$ cat config.mk
export PLATFORM = sky130hd
export DESIGN_NAME = fcw_region_calc
export DESIGN_NICKNAME = d
export VERILOG_FILES = /design/src/rtl/core/fcw_pkg.sv /design/src/rtl/core/fcw_region_calc.sv
export SDC_FILE = /design/constraint.sdc
export NUM_CORES = 1
export LEC_CHECK = 0
export ABC_AREA = 1
export BUFFER_PORTS_ARGS = -buffer_cell sky130_fd_sc_hd__buf_2
export CAP_MARGIN = 0
export CORE_ASPECT_RATIO = 0.6
export CORE_MARGIN = 2
export CORE_UTILIZATION = 45
export DETAILED_ROUTE_END_ITERATION = 6
export GPL_ROUTABILITY_DRIVEN = 0
export PLACE_DENSITY = 0.69
export SYNTH_ARGS = -nofsm -noshare
export SYNTH_HDL_FRONTEND = slang
export SYNTH_SLANG_ARGS = --single-unit
$ cat constraint.sdc
create_clock -name clk -period 7.4 [get_ports clk]
set_input_delay 1.48 -clock clk [delete_from_list [all_inputs] [get_ports clk]]
set_output_delay 1.48 -clock clk [all_outputs]
set_load 0.02 [all_outputs]
$ cat src/rtl/core/fcw_pkg.sv
package fcw_pkg;

	// allocation table geometry
	localparam int TABLE_ENTRIES = 4096;
	localparam int ADDR_W        = $clog2(TABLE_ENTRIES);

	localparam int CLUSTER_W = 16;
	localparam int OFFSET_W  = 40;
	localparam logic [CLUSTER_W-1:0] END_MARK = 16'hFFF8;

	// root directory entries are 32 bytes
	localparam int DIR_ENTRY_SHIFT = 5;
	localparam int ROOT_BYTES_W    = 16 + DIR_ENTRY_SHIFT;

	// item modes
	localparam logic [1:0] MODE_WRITE = 2'd0;
	localparam logic [1:0] MODE_START = 2'd1;
	localparam logic [1:0] MODE_STEP  = 2'd2;

	// configuration register indexes
	localparam logic [2:0] CFG_BPS  = 3'd0;
	localparam logic [2:0] CFG_SPC  = 3'd1;
	localparam logic [2:0] CFG_RSV  = 3'd2;
	localparam logic [2:0] CFG_FATS = 3'd3;
	localparam logic [2:0] CFG_SPF  = 3'd4;
	localparam logic [2:0] CFG_ROOT = 3'd5;

	// region sequencer phases
	localparam int RG_CNT_W     = 5;
	localparam int RG_MUL       = 0;
	localparam int RG_ADD       = 1;
	localparam int RG_SCALE     = 2;
	localparam int RG_DIV_FIRST = 3;
	localparam int RG_DIV_LAST  = RG_DIV_FIRST + ROOT_BYTES_W - 1;
	localparam int RG_SUM       = RG_DIV_LAST + 1;
	localparam int RG_DONE      = RG_SUM + 1;

	typedef struct packed {
		logic [1:0]  mode;
		logic [15:0] index;
		logic [15:0] value;
	} item_t;

	typedef struct packed {
		logic [15:0]         cluster;
		logic [OFFSET_W-1:0] byte_offset;
		logic                chain_end;
		logic                fault;
	} result_t;

	typedef struct packed {
		logic [12:0] bytes_per_sector;
		logic [7:0]  sectors_per_cluster;
		logic [15:0] reserved_sectors;
		logic [7:0]  fat_copies;
		logic [15:0] sectors_per_fat;
		logic [15:0] root_entries;
	} cfg_t;

	typedef enum logic [1:0] {
		ST_IDLE,
		ST_READ,
		ST_SCALE,
		ST_EMIT
	} fsm_t;

	function automatic logic is_end(input logic [CLUSTER_W-1:0] c);
		return c >= END_MARK;
	endfunction

	function automatic logic out_of_table(input logic [CLUSTER_W-1:0] c);
		return {1'b0, c} >= (CLUSTER_W+1)'(TABLE_ENTRIES);
	endfunction

	function automatic logic cluster_bad(input logic [CLUSTER_W-1:0] c);
		return (c < 16'd2) || out_of_table(c);
	endfunction

endpackage

$ cat src/rtl/core/fcw_region_calc.sv
module fcw_region_calc (
	input  logic                        clk,
	input  logic                        arst_n,
	input  fcw_pkg::cfg_t               cfg,
	input  logic                        recalc,
	output logic [fcw_pkg::OFFSET_W-1:0] region,
	output logic                        ready
);
	import fcw_pkg::*;

	logic [RG_CNT_W-1:0]     cnt_q;
	logic [23:0]             prod_q;
	logic [24:0]             sum_q;
	logic [37:0]             base_q;
	logic [12:0]             rem_q;
	logic [OFFSET_W-1:0]     region_q;

	logic [ROOT_BYTES_W-1:0] root_bytes;
	logic [RG_CNT_W-1:0]     bit_idx;
	logic [13:0]             trial;
	logic [13:0]             trial_sub;
	logic [ROOT_BYTES_W:0]   root_round;

	assign root_bytes = {cfg.root_entries, {DIR_ENTRY_SHIFT{1'b0}}};
	assign bit_idx    = RG_CNT_W'(RG_DIV_LAST) - cnt_q;
	assign trial      = {rem_q, root_bytes[bit_idx]};
	assign trial_sub  = trial - {1'b0, cfg.bytes_per_sector};

	// root bytes rounded up to a whole sector (zero if the sector size is zero)
	always_comb begin
		if (cfg.bytes_per_sector == '0) begin
			root_round = '0;
		end else if (rem_q == '0) begin
			root_round = {1'b0, root_bytes};
		end else begin
			root_round = {1'b0, root_bytes} + (ROOT_BYTES_W+1)'(cfg.bytes_per_sector)
				- (ROOT_BYTES_W+1)'(rem_q);
		end
	end

	always_ff @(posedge clk or negedge arst_n) begin
		if (!arst_n) begin
			cnt_q <= '0;
		end else if (recalc) begin
			cnt_q <= '0;
		end else if (cnt_q != RG_CNT_W'(RG_DONE)) begin
			cnt_q <= cnt_q + 1'b1;
		end
	end

	always_ff @(posedge clk) begin
		if (cnt_q == RG_CNT_W'(RG_MUL)) begin
			prod_q <= 24'(cfg.fat_copies) * 24'(cfg.sectors_per_fat);
			rem_q  <= '0;
		end else if (cnt_q == RG_CNT_W'(RG_ADD)) begin
			sum_q <= 25'(cfg.reserved_sectors) + 25'(prod_q);
		end else if (cnt_q == RG_CNT_W'(RG_SCALE)) begin
			base_q <= 38'(sum_q) * 38'(cfg.bytes_per_sector);
		end else if (cnt_q <= RG_CNT_W'(RG_DIV_LAST)) begin
			// one remainder bit a cycle
			if (trial >= {1'b0, cfg.bytes_per_sector}) begin
				rem_q <= trial_sub[12:0];
			end else begin
				rem_q <= trial[12:0];
			end
		end else if (cnt_q == RG_CNT_W'(RG_SUM)) begin
			region_q <= OFFSET_W'(base_q) + OFFSET_W'(root_round);
		end
	end

	assign region = region_q;
	assign ready  = (cnt_q == RG_CNT_W'(RG_DONE)) && !recalc;

endmodule

==> results.sh, run 1 <==
export IMPL_rr_startpoint="sum_q[17]"
export IMPL_first_pass_iters=6
export IMPL_drtIter0Drc=2336
export IMPL_async_reset_ff_frac=0.0347
export IMPL_fin_crit_ps=6420
export IMPL_clk_pin_slew_ps=70
export IMPL_htreeDepth=4
export IMPL_outcome="complete, no violations"
export IMPL_hpwl_um=59300
export IMPL_cts_root_buf="clkbuf_16"
export IMPL_crit_path_start="cfg[75]"
export IMPL_setup_ws_ps=982
export IMPL_drive_above_1_share=0.0614
export IMPL_startpoint_type="input pin"
export IMPL_drt_wirelength_per_cell_um=16.8
export IMPL_hold_path_class="flip-flop to flip-flop"
export IMPL_routed_wl_um=72000
export IMPL_fp_dieH_um=189
export IMPL_setup_viol=0
export IMPL_utilization=0.492
export IMPL_antenna_left=0
export IMPL_gr_total_overflow=0
export IMPL_endpoint="base_q[30]"
export IMPL_synth_top_area_cell="fa_1"
export IMPL_cts_sinks=144
export IMPL_finalCritPeriodShare=0.867
export IMPL_yosysSeqAreaShare=0.162
export IMPL_grtUsageTotal=0.250
export IMPL_yosys_top_cells_area="fa_1, edfxtp_1, nand2_1, inv_1, ha_1"
export IMPL_io_buffers=111
export IMPL_cts_tree="done"
export IMPL_rows=67
export IMPL_antenna_found_initial=4
export IMPL_die_area_um2=59100
export IMPL_critPathKind="input pin to flip-flop"
export IMPL_cp_data_required_time_ps=7620
export IMPL_start_util=0.458
export IMPL_r2r_end="base_q[29]"
export IMPL_core_area_um2=56200
export IMPL_ys_flop_type="edfxtp_1"
export IMPL_synth_top_area_share=0.272
export IMPL_vias_per_cell=5.21
export IMPL_timing_setup_tns_ps=0
export IMPL_synthCells=3454
export IMPL_grt_max_degree=40
export IMPL_final_nets=4142
export IMPL_pre_cts_slack_ps=591
export IMPL_synth_warnings=0
export IMPL_hold_buffers=0
export IMPL_max_freq_ghz=0.156
export IMPL_cp_max_fo=27
export IMPL_cp_data_arrival_time_ps=6630
export IMPL_cp_end_kind="flip-flop"
export IMPL_syn_nets=4092
export IMPL_rrSetupSlack_ps=1800
export IMPL_tightest_slew_ps=814
export IMPL_die_w_um=313
export IMPL_rsz0062_at_grt="false"
export IMPL_syn2layout_area_growth_pct=7.43
export IMPL_cts_resized=0
export IMPL_final_hold_violation_count=0
export IMPL_grt_pass1_wl_um=116000
export IMPL_skew_ps=21.0
export IMPL_hp_start="rem_q[11]"
export IMPL_ff2ff_path_depth=18
export IMPL_slew_viol_final=0
export IMPL_drc=0
export IMPL_slew_headroom=0.457
export IMPL_synth_edf_count=126
export IMPL_clk_path_buf_depth=2
export IMPL_maxCapViolations=0
export IMPL_ys_types=54
export IMPL_avgSynthCellArea_um2=7.45
export IMPL_yosysMostFrequentCell="nand2_1"
export IMPL_vias=22273
export IMPL_ys_ff_latch=144
export IMPL_cts_made_buffers=17
export IMPL_cts_setup_buffers=0
export IMPL_grt_pass1_vias=21262
export IMPL_insertion_delay_ps=460
export IMPL_ys_top_cells_by_count="nand2_1, inv_1, fa_1"
export IMPL_syn_cell_area_um2=25700
export IMPL_pin_count=121
critical path, stage by stage:
cell     delay [ps]
buf_2           590
nand2_1         180
fa_1            560
inv_1            60
fa_1            520
inv_1            50
fa_1            530
inv_1            50
fa_1            530
inv_1            50
fa_1            540
inv_1            50
ha_1            370
a21oi_1         280
o21ai_0         230
a21oi_1         180
o21a_1          160
nand2_1          50
nand2_1          50
nand2_1          50
layer usage:
| metal | track usage | routed length (µm) | part of all wire |
|---|---|---|---|
| met1 | 0.397 | 34200 | 0.48 |
| met2 | 0.332 | 27300 | 0.38 |
| met3 | 0.0825 | 9810 | 0.14 |
| met4 | 0.0322 | 606 | 0.0084 |
| met5 | 0 | 22 | 0.00031 |
worst min-delay path by stage:
stage,to,slack [ps],cells after the start
global route,rem_q[9],570,2
detailed placement,rem_q[10],520,2
CTS,rem_q[10],530,2
finish,rem_q[11],530,2
floorplan,rem_q[10],490,2
global placement,rem_q[9],510,2
logic make-up (layout without fill, tap and decap cells):
family	Yosys count	after routing	share of synthesized area
and+or+nand+nor	1431	1431	0.230
buffers and inverters	911	974	0.135
adders and majority gates	558	558	0.373
AOI/OAI and AO/OA	323	323	0.0704
DFF	144	144	0.162
xor gates and xnor gates	86	86	0.0293
other	1	3	0.000146
stage by stage:
| step | hold WS, ps | instance area [µm²] | instances |
|---|---|---|---|
| 3_3_place_gp | 513 | 27000 | 4244 |
| 6_report | 535 | 27600 | 4278 |
| 3_5_place_dp | 522 | 27000 | 4244 |
| 5_1_grt | 568 | 27600 | 4278 |
| 4_1_cts | 534 | 27600 | 4276 |
| 2_1_floorplan | 486 | 25700 | 3454 |
flip-flops by register name (all words and copies together) (netlist names):
register  flops
region       39
base_q       38
sum_q        25
prod_q       24
rem_q        13
cnt_q         5
cell usage in the layout (no fill, tap or decap), types with 10 or more instances in the layout:
| cell | Yosys | layout |
|---|---|---|
| a21o_1 | 20 | 20 |
| a21oi_1 | 165 | 165 |
| buf_2 | 11 | 111 |
| buf_4 | 2 | 28 |
| clkbuf_16 | 0 | 17 |
| dfxtp_1 | 13 | 13 |
| edfxtp_1 | 126 | 126 |
| fa_1 | 349 | 349 |
| ha_1 | 209 | 209 |
| inv_1 | 798 | 798 |
| nand2_1 | 999 | 999 |
| nand3_1 | 138 | 138 |
| nand4_1 | 32 | 32 |
| nor2_1 | 184 | 183 |
| nor3_1 | 32 | 31 |
| o21ai_0 | 84 | 84 |
| o21ai_1 | 13 | 13 |
| o21bai_1 | 10 | 10 |
| xnor2_1 | 19 | 19 |
| xor2_1 | 67 | 67 |
layout make-up:
class,instances,area (µm²)
fill,5516,28500
clock buffer,17,425
tap,759,950
sequential,144,4170
clock inverter,15,195
timing repair buffer,139,766
multi-input combinational,2399,18100
inverter,803,3010
antenna,2,5.00
Power of run 1 is left out: the tool's default activity adds up to more than one toggle a clock period on the data nets, which glitch-free logic cannot reach.
==> run 2, diff against run 1 <==
--- a/config.mk
+++ b/config.mk
@@ -7,13 +7,13 @@
 export LEC_CHECK = 0
 export ABC_AREA = 1
 export BUFFER_PORTS_ARGS = -buffer_cell sky130_fd_sc_hd__buf_2
-export CAP_MARGIN = 0
+export CAP_MARGIN = 20
 export CORE_ASPECT_RATIO = 0.6
 export CORE_MARGIN = 2
 export CORE_UTILIZATION = 45
 export DETAILED_ROUTE_END_ITERATION = 6
 export GPL_ROUTABILITY_DRIVEN = 0
-export PLACE_DENSITY = 0.69
+export PLACE_DENSITY = 0.66
 export SYNTH_ARGS = -nofsm -noshare
 export SYNTH_HDL_FRONTEND = slang
 export SYNTH_SLANG_ARGS = --single-unit
==> results.sh, run 2 (synthesis results as in run 1) <==
export IMPL_outcome="complete, no violations"
export IMPL_crit_buf_inv=7
export IMPL_finalCritPeriodShare=0.865
export IMPL_grt_max_degree=40
export IMPL_cp_data_required_time_ps=7600
export IMPL_hold_path_class="flip-flop to flip-flop"
export IMPL_seqCellArea_um2=4170
export IMPL_grtUsageTotal=0.252
export IMPL_final_nets=4137
export IMPL_syn2layout_area_growth_pct=7.31
export IMPL_hp_start="rem_q[11]"
export IMPL_r2r_end="base_q[27]"
export IMPL_drc=0
export IMPL_cts_resized=0
export IMPL_slowest_stage="fa_1"
export IMPL_setup_viol=0
export IMPL_cp_end_kind="flip-flop"
export IMPL_clk_pin_slew_ps=70
export IMPL_antenna_left=0
export IMPL_antenna_found_initial=3
export IMPL_vias_per_cell=5.17
export IMPL_first_pass_iters=6
export IMPL_cts_sinks=144
export IMPL_critPathKind="input pin to flip-flop"
export IMPL_final_hold_violation_count=0
export IMPL_max_freq_ghz=0.156
export IMPL_slew_viol_final=0
export IMPL_cpLargestDelayFamily="adder cells"
export IMPL_gr_total_overflow=0
export IMPL_cp_max_fo=17
export IMPL_maxCapViolations=0
export IMPL_rows=67
export IMPL_rsz0062_at_grt="false"
export IMPL_cp_data_arrival_time_ps=6600
export IMPL_die_w_um=313
export IMPL_hold_buffers=0
export IMPL_worstSetupPathDepth=21
export IMPL_htreeDepth=4
export IMPL_startpoint_type="input pin"
export IMPL_grt_pass1_wl_um=117000
export IMPL_timing_setup_tns_ps=0
export IMPL_drive_above_1_share=0.0601
export IMPL_insertion_delay_ps=460
export IMPL_multi_input_area_um2=18100
export IMPL_skew_ps=20.5
export IMPL_fp_dieH_um=189
export IMPL_endpoint="base_q[30]"
export IMPL_ff2ff_path_depth=15
export IMPL_start_util=0.458
export IMPL_final_cell_mix="nand2_1, inv_1, fa_1, ha_1, nor2_1"
export IMPL_cts_setup_buffers=0
export IMPL_routed_wl_um=71800
export IMPL_dp_cells=4239
export IMPL_drtIter0Drc=2473
export IMPL_fillers=5620
export IMPL_max_stage_delay_ps=530
export IMPL_clk_path_buf_depth=2
export IMPL_drt_wirelength_per_cell_um=16.8
export IMPL_cts_made_buffers=17
export IMPL_hpwl_um=59800
export IMPL_crit_path_start="cfg[73]"
export IMPL_cts_root_buf="clkbuf_16"
export IMPL_pin_count=121
export IMPL_io_buffers=111
export IMPL_core_area_um2=56200
export IMPL_rrSetupSlack_ps=1770
export IMPL_tightest_slew_ps=786
export IMPL_holdWs_ps=541
export IMPL_rr_startpoint="sum_q[2]"
export IMPL_cts_tree="done"
export IMPL_fin_cells=4274
export IMPL_fin_crit_ps=6400
export IMPL_slew_headroom=0.476
export IMPL_crit_path_cell_trace="buf_2 > buf_4 > nand2_1 > inv_1 > fa_1 > fa_1 > inv_1 > fa_1 > inv_1 > fa_1 > inv_1 > fa_1 > inv_1 > ha_1 > a21oi_1 > o21ai_0 > a21oi_1 > o21a_1 > nand2_1 > nand2_1 > nand2_1"
export IMPL_die_area_um2=59100
export IMPL_vias=22112
export IMPL_final_common_cell="nand2_1"
export IMPL_largest_reg_flops=39
export IMPL_grt_pass1_vias=21201
[run 2: cell count changes in the layout (fill, tap and decap cells not counted)]
cell        change
diode_2         +1
buf_4           -6
buf_12          +1
inv_6           +4
clkinv_8        -4
bufinv_16       +1
clkinvlp_4      +1
clkinv_4        -2
[run 2: worst min-delay path by stage]
stage                      to  cells past startpoint
floorplan           rem_q[10]                      2
global placement     rem_q[9]                      2
detailed placement  rem_q[11]                      2
CTS                 rem_q[11]                      2
global route        rem_q[11]                      2
finish              rem_q[11]                      2
[run 2: tightest hold or removal path: cells and delay by family, from the launching register on]
kind             cells  cell delay, ps
AND/OR/NAND/NOR      1              80
AO/OA/AOI/OAI        1              60
flip-flops           1             360
[run 2: per-stage QoR]
step,setup slack (ps),utilization,area (µm²)
4_1_cts,1120,0.491,27600
2_1_floorplan,1170,-,25700
5_1_grt,741,0.491,27600
3_3_place_gp,677,0.480,27000
6_report,1000,0.491,27600
3_5_place_dp,668,0.480,27000
[run 2: metal layers]
metal / wire [µm] / global-route usage
met1: 35200 / 0.411
met2: 26600 / 0.326
met3: 9310 / 0.0725
met4: 650 / 0.0318
met5: 0 / 0
[run 2: layout make-up]
class,count,share of cell area
antenna,3,0.000272
clock buffer,17,0.0154
clock inverter,15,0.00671
inverter,803,0.109
multi-input combinational,2399,0.656
sequential,144,0.151
tap,759,0.0344
timing repair buffer,134,0.0268
Power of run 2 is left out for the same reason.
